===== src/sv/lpht_pkg.sv =====
// shared types, constants and a helper function for the linear probe hash table
`default_nettype none
package lpht_pkg;
  localparam int unsigned TABLE_SLOTS = 1024;
  localparam int unsigned IDX_W = $clog2(TABLE_SLOTS);
  localparam int unsigned CNT_W = IDX_W + 1;

  localparam logic [1:0] OP_PUT    = 2'd0;
  localparam logic [1:0] OP_GET    = 2'd1;
  localparam logic [1:0] OP_REMOVE = 2'd2;
  localparam logic [1:0] OP_SPARE  = 2'd3;

  localparam logic [2:0] ST_INSERTED  = 3'd0;
  localparam logic [2:0] ST_UPDATED   = 3'd1;
  localparam logic [2:0] ST_FOUND     = 3'd2;
  localparam logic [2:0] ST_NOT_FOUND = 3'd3;
  localparam logic [2:0] ST_REMOVED   = 3'd4;
  localparam logic [2:0] ST_FULL      = 3'd5;

  localparam logic [63:0] MIX_C1 = 64'hbf58476d1ce4e5b9;
  localparam logic [63:0] MIX_C2 = 64'h94d049bb133111eb;

  typedef struct packed {
    logic [1:0]         opcode;
    logic signed [63:0] key;
    logic [63:0]        put_value;
  } in_beat_t;

  typedef struct packed {
    logic [2:0]  status;
    logic [63:0] found_value;
    logic [10:0] occupancy;
    logic [63:0] content_digest;
  } out_beat_t;

  // request after hashing, passed from front to back
  typedef struct packed {
    logic [1:0]       opcode;
    logic [63:0]      key;
    logic [63:0]      put_value;
    logic [IDX_W-1:0] home;
    logic [63:0]      mix_key;
    logic [63:0]      mix_val;
  } req_t;

  // 32x32 partial products are summed over cycles in the hash unit
  function automatic logic [31:0] lo32(input logic [63:0] x);
    return x[31:0];
  endfunction
endpackage
`default_nettype wire


===== src/sv/lpht_mix.sv =====
// sequential splitmix64 finalizer using one 32x32 multiplier
`default_nettype none
module lpht_mix (
  input  wire logic        clk,
  input  wire logic        rst_n,
  input  wire logic        start,
  input  wire logic [63:0] x_in,
  output logic             done,
  output logic [63:0]      y_out
);
  // steps: per multiply three partial products (ll, lh, hl) mod 2^64
  localparam logic [3:0] S_IDLE = 4'd0;
  localparam logic [3:0] S_P0   = 4'd1;
  localparam logic [3:0] S_P1   = 4'd2;
  localparam logic [3:0] S_P2   = 4'd3;
  localparam logic [3:0] S_FIN  = 4'd4;

  logic [3:0]  st_r, st_nxt;
  logic        rnd_r, rnd_nxt;
  logic [63:0] a_r, a_nxt, acc_r, acc_nxt;
  logic [31:0] ma, mb;
  logic [63:0] prod;
  logic [63:0] cst;

  assign cst  = rnd_r ? lpht_pkg::MIX_C2 : lpht_pkg::MIX_C1;
  assign prod = {32'd0, ma} * {32'd0, mb};

  always_comb begin
    ma = lpht_pkg::lo32(a_r);
    mb = lpht_pkg::lo32(cst);
    case (st_r)
      S_P1: begin ma = a_r[63:32]; mb = cst[31:0]; end
      S_P2: begin ma = a_r[31:0]; mb = cst[63:32]; end
      default: ;
    endcase
  end

  always_comb begin
    st_nxt = st_r; rnd_nxt = rnd_r; a_nxt = a_r; acc_nxt = acc_r; done = 1'b0;
    case (st_r)
      S_IDLE: if (start) begin
        a_nxt = x_in ^ (x_in >> 30); rnd_nxt = 1'b0; st_nxt = S_P0;
      end
      S_P0: begin acc_nxt = prod; st_nxt = S_P1; end
      S_P1: begin acc_nxt = acc_r + {prod[31:0], 32'd0}; st_nxt = S_P2; end
      S_P2: begin
        acc_nxt = acc_r + {prod[31:0], 32'd0};
        if (!rnd_r) begin
          a_nxt = acc_nxt ^ (acc_nxt >> 27); rnd_nxt = 1'b1; st_nxt = S_P0;
        end else begin
          st_nxt = S_FIN;
        end
      end
      S_FIN: begin
        done = 1'b1;
        // a new pass may start in the cycle that delivers the result
        if (start) begin
          a_nxt = x_in ^ (x_in >> 30); rnd_nxt = 1'b0; st_nxt = S_P0;
        end else begin
          st_nxt = S_IDLE;
        end
      end
      default: st_nxt = S_IDLE;
    endcase
  end

  assign y_out = acc_r ^ (acc_r >> 31);

  always_ff @(posedge clk) begin
    if (!rst_n) st_r <= S_IDLE;
    else st_r <= st_nxt;
    rnd_r <= rnd_nxt; a_r <= a_nxt; acc_r <= acc_nxt;
  end
endmodule
`default_nettype wire


===== src/sv/lpht_front.sv =====
// front: accepts requests, hashes key and value, queues them for the back
`default_nettype none
module lpht_front (
  input  wire logic               clk,
  input  wire logic               rst_n,
  input  wire logic               start,
  output logic                    busy,
  input  wire lpht_pkg::in_beat_t in_beat,
  output logic                    q_valid,
  output lpht_pkg::req_t          q_req,
  input  wire logic               q_pop
);
  localparam logic [1:0] F_IDLE = 2'd0;
  localparam logic [1:0] F_KEY  = 2'd1;
  localparam logic [1:0] F_VAL  = 2'd2;

  logic [1:0]         st_r;
  lpht_pkg::in_beat_t cur_r;
  logic [63:0]        hk_r;
  logic               m_start, m_done;
  logic [63:0]        m_x, m_y;
  // two-entry queue
  lpht_pkg::req_t     q_mem_r [2];
  logic               wp_r, rp_r;
  logic [1:0]         cnt_r;
  logic               push;

  assign busy = (st_r != F_IDLE) || (cnt_r == 2'd2);
  assign m_start = (st_r == F_IDLE && start && !busy) || (st_r == F_KEY && m_done);
  assign m_x = (st_r == F_IDLE) ? in_beat.key : cur_r.put_value;
  assign push = (st_r == F_VAL) && m_done;

  lpht_mix u_mix (
    .clk(clk), .rst_n(rst_n), .start(m_start), .x_in(m_x), .done(m_done), .y_out(m_y)
  );

  always_ff @(posedge clk) begin
    if (!rst_n) begin
      st_r <= F_IDLE; wp_r <= 1'b0; rp_r <= 1'b0; cnt_r <= 2'd0;
    end else begin
      case (st_r)
        F_IDLE: if (start && !busy) st_r <= F_KEY;
        F_KEY: if (m_done) st_r <= F_VAL;
        F_VAL: if (m_done) st_r <= F_IDLE;
        default: st_r <= F_IDLE;
      endcase
      if (push) wp_r <= ~wp_r;
      if (q_pop) rp_r <= ~rp_r;
      cnt_r <= cnt_r + {1'b0, push} - {1'b0, q_pop};
    end
    if (st_r == F_IDLE && start && !busy) cur_r <= in_beat;
    if (st_r == F_KEY && m_done) hk_r <= m_y;
    if (push) begin
      q_mem_r[wp_r].opcode    <= cur_r.opcode;
      q_mem_r[wp_r].key       <= cur_r.key;
      q_mem_r[wp_r].put_value <= cur_r.put_value;
      q_mem_r[wp_r].home      <= hk_r[lpht_pkg::IDX_W-1:0];
      q_mem_r[wp_r].mix_key   <= hk_r;
      q_mem_r[wp_r].mix_val   <= m_y;
    end
  end

  assign q_valid = (cnt_r != 2'd0);
  assign q_req = q_mem_r[rp_r];
endmodule
`default_nettype wire


===== config.mk =====
export PLATFORM = sky130hd
export DESIGN_NAME = lpht_front
export DESIGN_NICKNAME = d
export VERILOG_FILES = /design/src/sv/lpht_pkg.sv /design/src/sv/lpht_mix.sv /design/src/sv/lpht_front.sv
export SDC_FILE = /design/constraint.sdc
export NUM_CORES = 2
export LEC_CHECK = 0
export BUFFER_PORTS_ARGS = -buffer_cell sky130_fd_sc_hd__buf_4
export CAP_MARGIN = 40
export CORE_AREA = 2 2 463 350
export CTS_CLUSTER_DIAMETER = 40
export DETAILED_ROUTE_END_ITERATION = 12
export DIE_AREA = 0 0 465 352
export GPL_TIMING_DRIVEN = 0
export PLACE_DENSITY = 0.67
export SYNTH_ARGS = -nofsm -noshare
export SYNTH_HDL_FRONTEND = slang
export SYNTH_SLANG_ARGS = --single-unit

===== constraint.sdc =====
create_clock -name clk -period 19.8 [get_ports clk]
set_input_delay 2.97 -clock clk [delete_from_list [all_inputs] [get_ports clk]]
set_output_delay 2.97 -clock clk [all_outputs]
set_load 0.05 [all_outputs]

# Yosys cells after proc, flatten, opt, wreduce, memory -nomap -nowiden
# Memories as Yosys holds them, arrays and structs flattened. A register that Yosys moved wholly into a read port is not among the register bits.
# Index checks and enable logic that the tools add are counted.
# W data, S select, Z words.
[classes] n_mul=1 n_reduce_logical=19 n_addsub=3 bitwise_logic=5 n_mux=23 eq_ne=13
[op_table] op="$pmux W64 S2" n=2
[op_table] op="$mux W64" n=3
[op_table] op="$add A64 B64 Y64" n=1
[op_table] op="$mul A32 B32 Y64" n=1
[op_table] op="$mux W32" n=2
[op_table] op="$xor A64 B33 Y64" n=1
[op_table] op="$xor A64 B34 Y64" n=1
[op_table] op="$xor A64 B37 Y64" n=1
[op_table] op="$mux W62" n=1
[op_table] op="$pmux W4 S5" n=1
[op_table] op="$eq A4 B2 Y1 const B" n=2
[op_table] op="$ne A2 B2 Y1 const B" n=4
[op_table] op="$reduce_bool A2 Y1" n=4
[op_table] op="$mux W1" n=7
[op_table] op="$mux W2" n=3
[op_table] op="$pmux W2 S3" n=1
[op_table] op="$reduce_and A3 Y1" n=2
[op_table] op="$logic_and A1 B1 Y1" n=5
[op_table] op="$eq A2 B2 Y1 const B" n=2
[op_table] op="$eq A4 B1 Y1 const B" n=1
[op_table] op="$eq A4 B3 Y1 const B" n=1
[op_table] op="$logic_not A4 Y1" n=1
[op_table] op="$mux W4" n=1
[op_table] op="$ne A2 B1 Y1 const B" n=2
[op_table] op="other kinds (11)" n=14
[totals] wordCells=77 mem_bits_rw=536 inputBits=134 memories=1 regBits=333
[mem_list] name="q_mem_r" words=2 word_bits=268 rd=1 rd_clocked_by_memory_dff=1 wr=1 line="lpht_front.sv:23" text="lpht_pkg::req_t q_mem_r [2];"

# Logic depth before layout (Yosys ltp)
[logic_depth] depth_word=7 mapped_depth=42 mapped_depth_nobuf=38

# Hierarchy
# From an unflattened synthesis, not the netlist that was laid out.
[unflattened] hier_cells=5062 hier_area_um2=63996.4
[modules_own_cells] mod="lpht_mix" area_per_inst_um2=38216.7 seq_area_each_um2=3933.8 cells_per_inst=3948 instances=1
[modules_own_cells] mod="lpht_front" area_per_inst_um2=25779.7 seq_area_each_um2=21460.6 cells_per_inst=1114 instances=1

# Least setup slack after synthesis
# Ideal clock, no wire load.
[synth_timing] path_kind="flip-flop to flip-flop" startpoint="register u_mix.st_r[0]" endpoint="register wp_r" period_less_slack_ns=12.602 n_path_buf=1 path_stages_with_launch=6 setup_time_ns=0.109 arrival_ns=12.493 setup_slack_ns=7.198 cell_sequence="dfxtp_1 clkbuf_1 nor2_1 nand3_1 nor2_1 o21a_1"
[synth_between] elab_chain_cells=3
[synth_lines] item="from (decl)" line="lpht_mix.sv:18" text="logic [3:0] st_r, st_nxt;"
[synth_lines] item="from (signal assigned)" line="lpht_mix.sv:71" text="else st_r <= st_nxt;"
[synth_lines] item="$eq A4 B3 Y1" line="lpht_mix.sv:40" text="case (st_r)"
[synth_lines] item="$mux W1" line="lpht_mix.sv:40"
[synth_lines] item="$logic_and A1 B1 Y1" line="lpht_front.sv:31" text="assign push = (st_r == F_VAL) && m_done;"
[synth_lines] item="to (signal assigned)" line="lpht_front.sv:47" text="if (push) wp_r <= ~wp_r;"
[synth_lines] item="to (decl)" line="lpht_front.sv:24" text="logic wp_r, rp_r;"
# Every way passes these cells.
# A chain may end at the register's enable or synchronous reset.

# Final worst setup path
[layout_timing] startpoint="register u_mix.rnd_r" endpoint="register u_mix.acc_r[62] (data pin)"
[layout_between] elab_chain_cells=5
[layout_lines] item="from (decl)" line="lpht_mix.sv:19" text="logic rnd_r, rnd_nxt;"
[layout_lines] item="from (signal assigned)" line="lpht_mix.sv:72" text="rnd_r <= rnd_nxt; a_r <= a_nxt; acc_r <= acc_nxt;"
[layout_lines] item="$mux W62 *" line="lpht_mix.sv:25" text="assign cst = rnd_r ? lpht_pkg::MIX_C2 : lpht_pkg::MIX_C1;"
[layout_lines] item="$mux W32 *" line="lpht_mix.sv:31" text="case (st_r)"
[layout_lines] item="$mul A32 B32 Y64 *" line="lpht_mix.sv:26" text="assign prod = {32'd0, ma} * {32'd0, mb};"
[layout_lines] item="$add A64 B64 Y64" line="lpht_mix.sv:45, lpht_mix.sv:47"
[layout_lines] item="$pmux W64 S2 *" line="lpht_mix.sv:40"
[layout_lines] item="named net u_mix.acc_nxt[62]" line="lpht_mix.sv:20" text="logic [63:0] a_r, a_nxt, acc_r, acc_nxt;"
[layout_lines] item="to (signal assigned)" line="lpht_mix.sv:72"
[layout_lines] item="to (decl)" line="lpht_mix.sv:20"
# Mark *: on every way through the listed nets, which the timed path passes. The rest lies on a longest branch.

==> qor.txt <==
Die Wd: 465 µm
Cell Rows: 127
CTS H-Tree Depth: 3
clock skew: 0.0366 ns
drt total wl: 226000 µm
Synth warnings: 0
count of different cell masters after synthesis: 78
initial antenna violation count: 5
Final Wtd Congestion: 1.02
Pins Over Slew Limit: 0
unrepaired setup endpoints after global routing: false
post-synthesis async set-or-reset flop share: 0
Crit. End Element: register
commonest non-fill, non-tap cell in the layout: inv_1
WS Path Type: reg2reg
Initial Util: 0.398
Post-Layout Cell Count: 7757
final core occ: 0.463
CTS resizes: 0
vias in the first global route: 41948
grt ovf: 0
syn nets: 6289
CP max-delay cell: edfxtp_1
global-route wire length before repair: 317000 µm
starting DRC count in detailed routing: 5249
CP Max Fanout: 11
die height: 352 µm
largest stage delay on the critical path: 1.01 ns
Seq/Total Area, Yosys: 0.401
Root Driver: clkbuf_16
Slew Limit Headroom: 0.317
Fmax: 0.0677 GHz
Die ar.: 164000 µm²
PortBufs: 403
Final #Nets: 6893
vias per cell: 5.41
Final ANT Viol Nets: 0
detailed-placement wirelength estimate: 189000 µm
fillers: 14324
hold_buf cts: 0
Syn Area/Cell: 12.8 µm²
post-synthesis cell count: 4960
Post-synth top flop: edfxtp_1
core area: 159000 µm²
Max-cap violations: 0
P&R area growth vs syn: 16.2%
TritonCTS clock tree: yes
period utilization: 0.746
ratio of cells with drive above 1 in the final layout: 0.178
GRT Total Usage: 0.274
clock-pin slew on the worst setup and hold paths: 0.07 ns
number of synthesized flops with an enable pin: 839
Skew-Pair Late Insertion Delay: 0.68 ns
CP required: 20.20 ns
CP Launch Type: register
Hold Fails Final Rpt: 0
Max Root-Sink Buffers: 3
Hold Crit Class: reg2reg
pin count of the biggest net entering global routing: 51
total CTS buffers: 79
worst-margin pin slew: 1.02 ns
Vias: 41995
synthesized area: 63400 µm²
min cycle time layout: 14.76 ns
status: finished, final reports clean
Post-CTS Setup Bufs: 0
DP Cell Count: 7608
Ports: 404
Synth Register Bits: 849
commonest cells after routing, fill and taps aside: 916 x inv_1, 839 x edfxtp_1, 823 x fa_1
final setup vio count: 0
# DRC: 0
Clock Sinks: 849
drt pass-1 iters: 7
CP arrival: 15.17 ns
cell mode on critical path: fa_1
drt wl/cell: 29.1 µm
## flip-flops by register name (all words and copies together) (netlist names), named ones only
name         flops
q_mem_r        516
cur_r          130
hk_r            64
u_mix.a_r       64
u_mix.acc_r     64
u_mix.st_r       3
cnt_r            2
st_r             2
rp_r             1
u_mix.rnd_r      1
wp_r             1
## stage by stage
stage	setup slack, ns	setup TNS, ns	hold WS, ns	cell area, µm²
global route	4.95	0	0.447	73600
floorplan	7.20	0	0.421	63400
detailed placement	5.90	0	0.429	70900
finish	5.04	0	0.433	73600
global placement	-0.854	-372.26	0.422	69100
CTS	5.83	0	0.423	73600
## final cells by class
type	instances	area (µm²)	share of cell area
Sequential cell	849	25400	0.345
Inverter	922	3460	0.0470
Antenna cell	2	5.00	0.0000680
Buffer	173	742	0.0101
Multi-Input combinational cell	3016	33900	0.460
Clock inverter	50	568	0.00771
Tap cell	2128	2660	0.0362
Clock buffer	94	2110	0.0286
Timing Repair Buffer	523	4840	0.0657
## cell families after synthesis
kind of cell	synth area share
AO/OA/AOI/OAI	0.0498
multiplexers	0.0547
XOR/XNOR	0.0338
flip-flops	0.401
AND/OR/NAND/NOR	0.0611
buffers and inverters	0.0663
adder cells (fa/ha/maj)	0.333
## critical path: cells and delay by family, from the launching register on
kind            cells  cell delay [ns]
fa+ha+maj          11             5.18
compound gates     10             2.76
flops               1             1.01
xor+xnor            1             0.73
buf+inv            12             3.82
simple gates        4             0.92
## routing by layer
metal | track usage | share of wire | up-vias
li1 | - | - | 17522
met1 | 0.416 | 0.44 | 21805
met2 | 0.371 | 0.40 | 2380
met3 | 0.0913 | 0.13 | 288
met4 | 0.0687 | 0.028 | 0
met5 | 0 | 0 | -
## Yosys cell counts (5+ instances only)
master    number  area, µm²
o31ai_1        5       37.5
o21bai_1      21        158
fa_1         823      16500
dfxtp_1       10        200
mux2_2       274       3090
xnor2_1      115       1010
nor2_1       266        998
buf_2          8       40.0
o21ai_0       92        460
xor2_1       109        955
a31oi_1       12       75.1
buf_1          9       33.8
mux2i_1       37        370
nor2b_1       55        344
and2_1       125        782
o211ai_1      40        300
nand3_1       29        145
nand4_1       22        138
a211oi_1      35        263
edfxtp_1     839      25200
nand2_1      182        683
a21oi_1      135        676
ha_1         372       4650
or2_2         10       62.6
a21o_1        65        488
clkinv_1       6       22.5
xnor3_1        7        158
or3_1          8       50.1
clkbuf_1     138        518
buf_4         15        113
nor3_1        16       80.1
and3_1        14       87.6
nand2b_1      59        369
inv_1        916       3440
o21a_1        15        113
## path summary, 6_finish.rpt
check	slack, ns	start	endpoint	cells past startpoint
setup / recovery	5.04	u_mix.rnd_r$_DFFE_PP_	u_mix.acc_r[62]$_DFFE_PP_	38
hold / removal	0.43	hk_r[60]$_DFFE_PP_	q_mem_r[0][124]$_DFFE_PP_	0
setup reg to reg	5.04	u_mix.rnd_r$_DFFE_PP_	u_mix.acc_r[62]$_DFFE_PP_	38
hold reg to reg	0.43	hk_r[60]$_DFFE_PP_	q_mem_r[0][124]$_DFFE_PP_	0
Power is not shown: default switching activity piles up to over one toggle a cycle in this logic, so the estimate is an artifact.
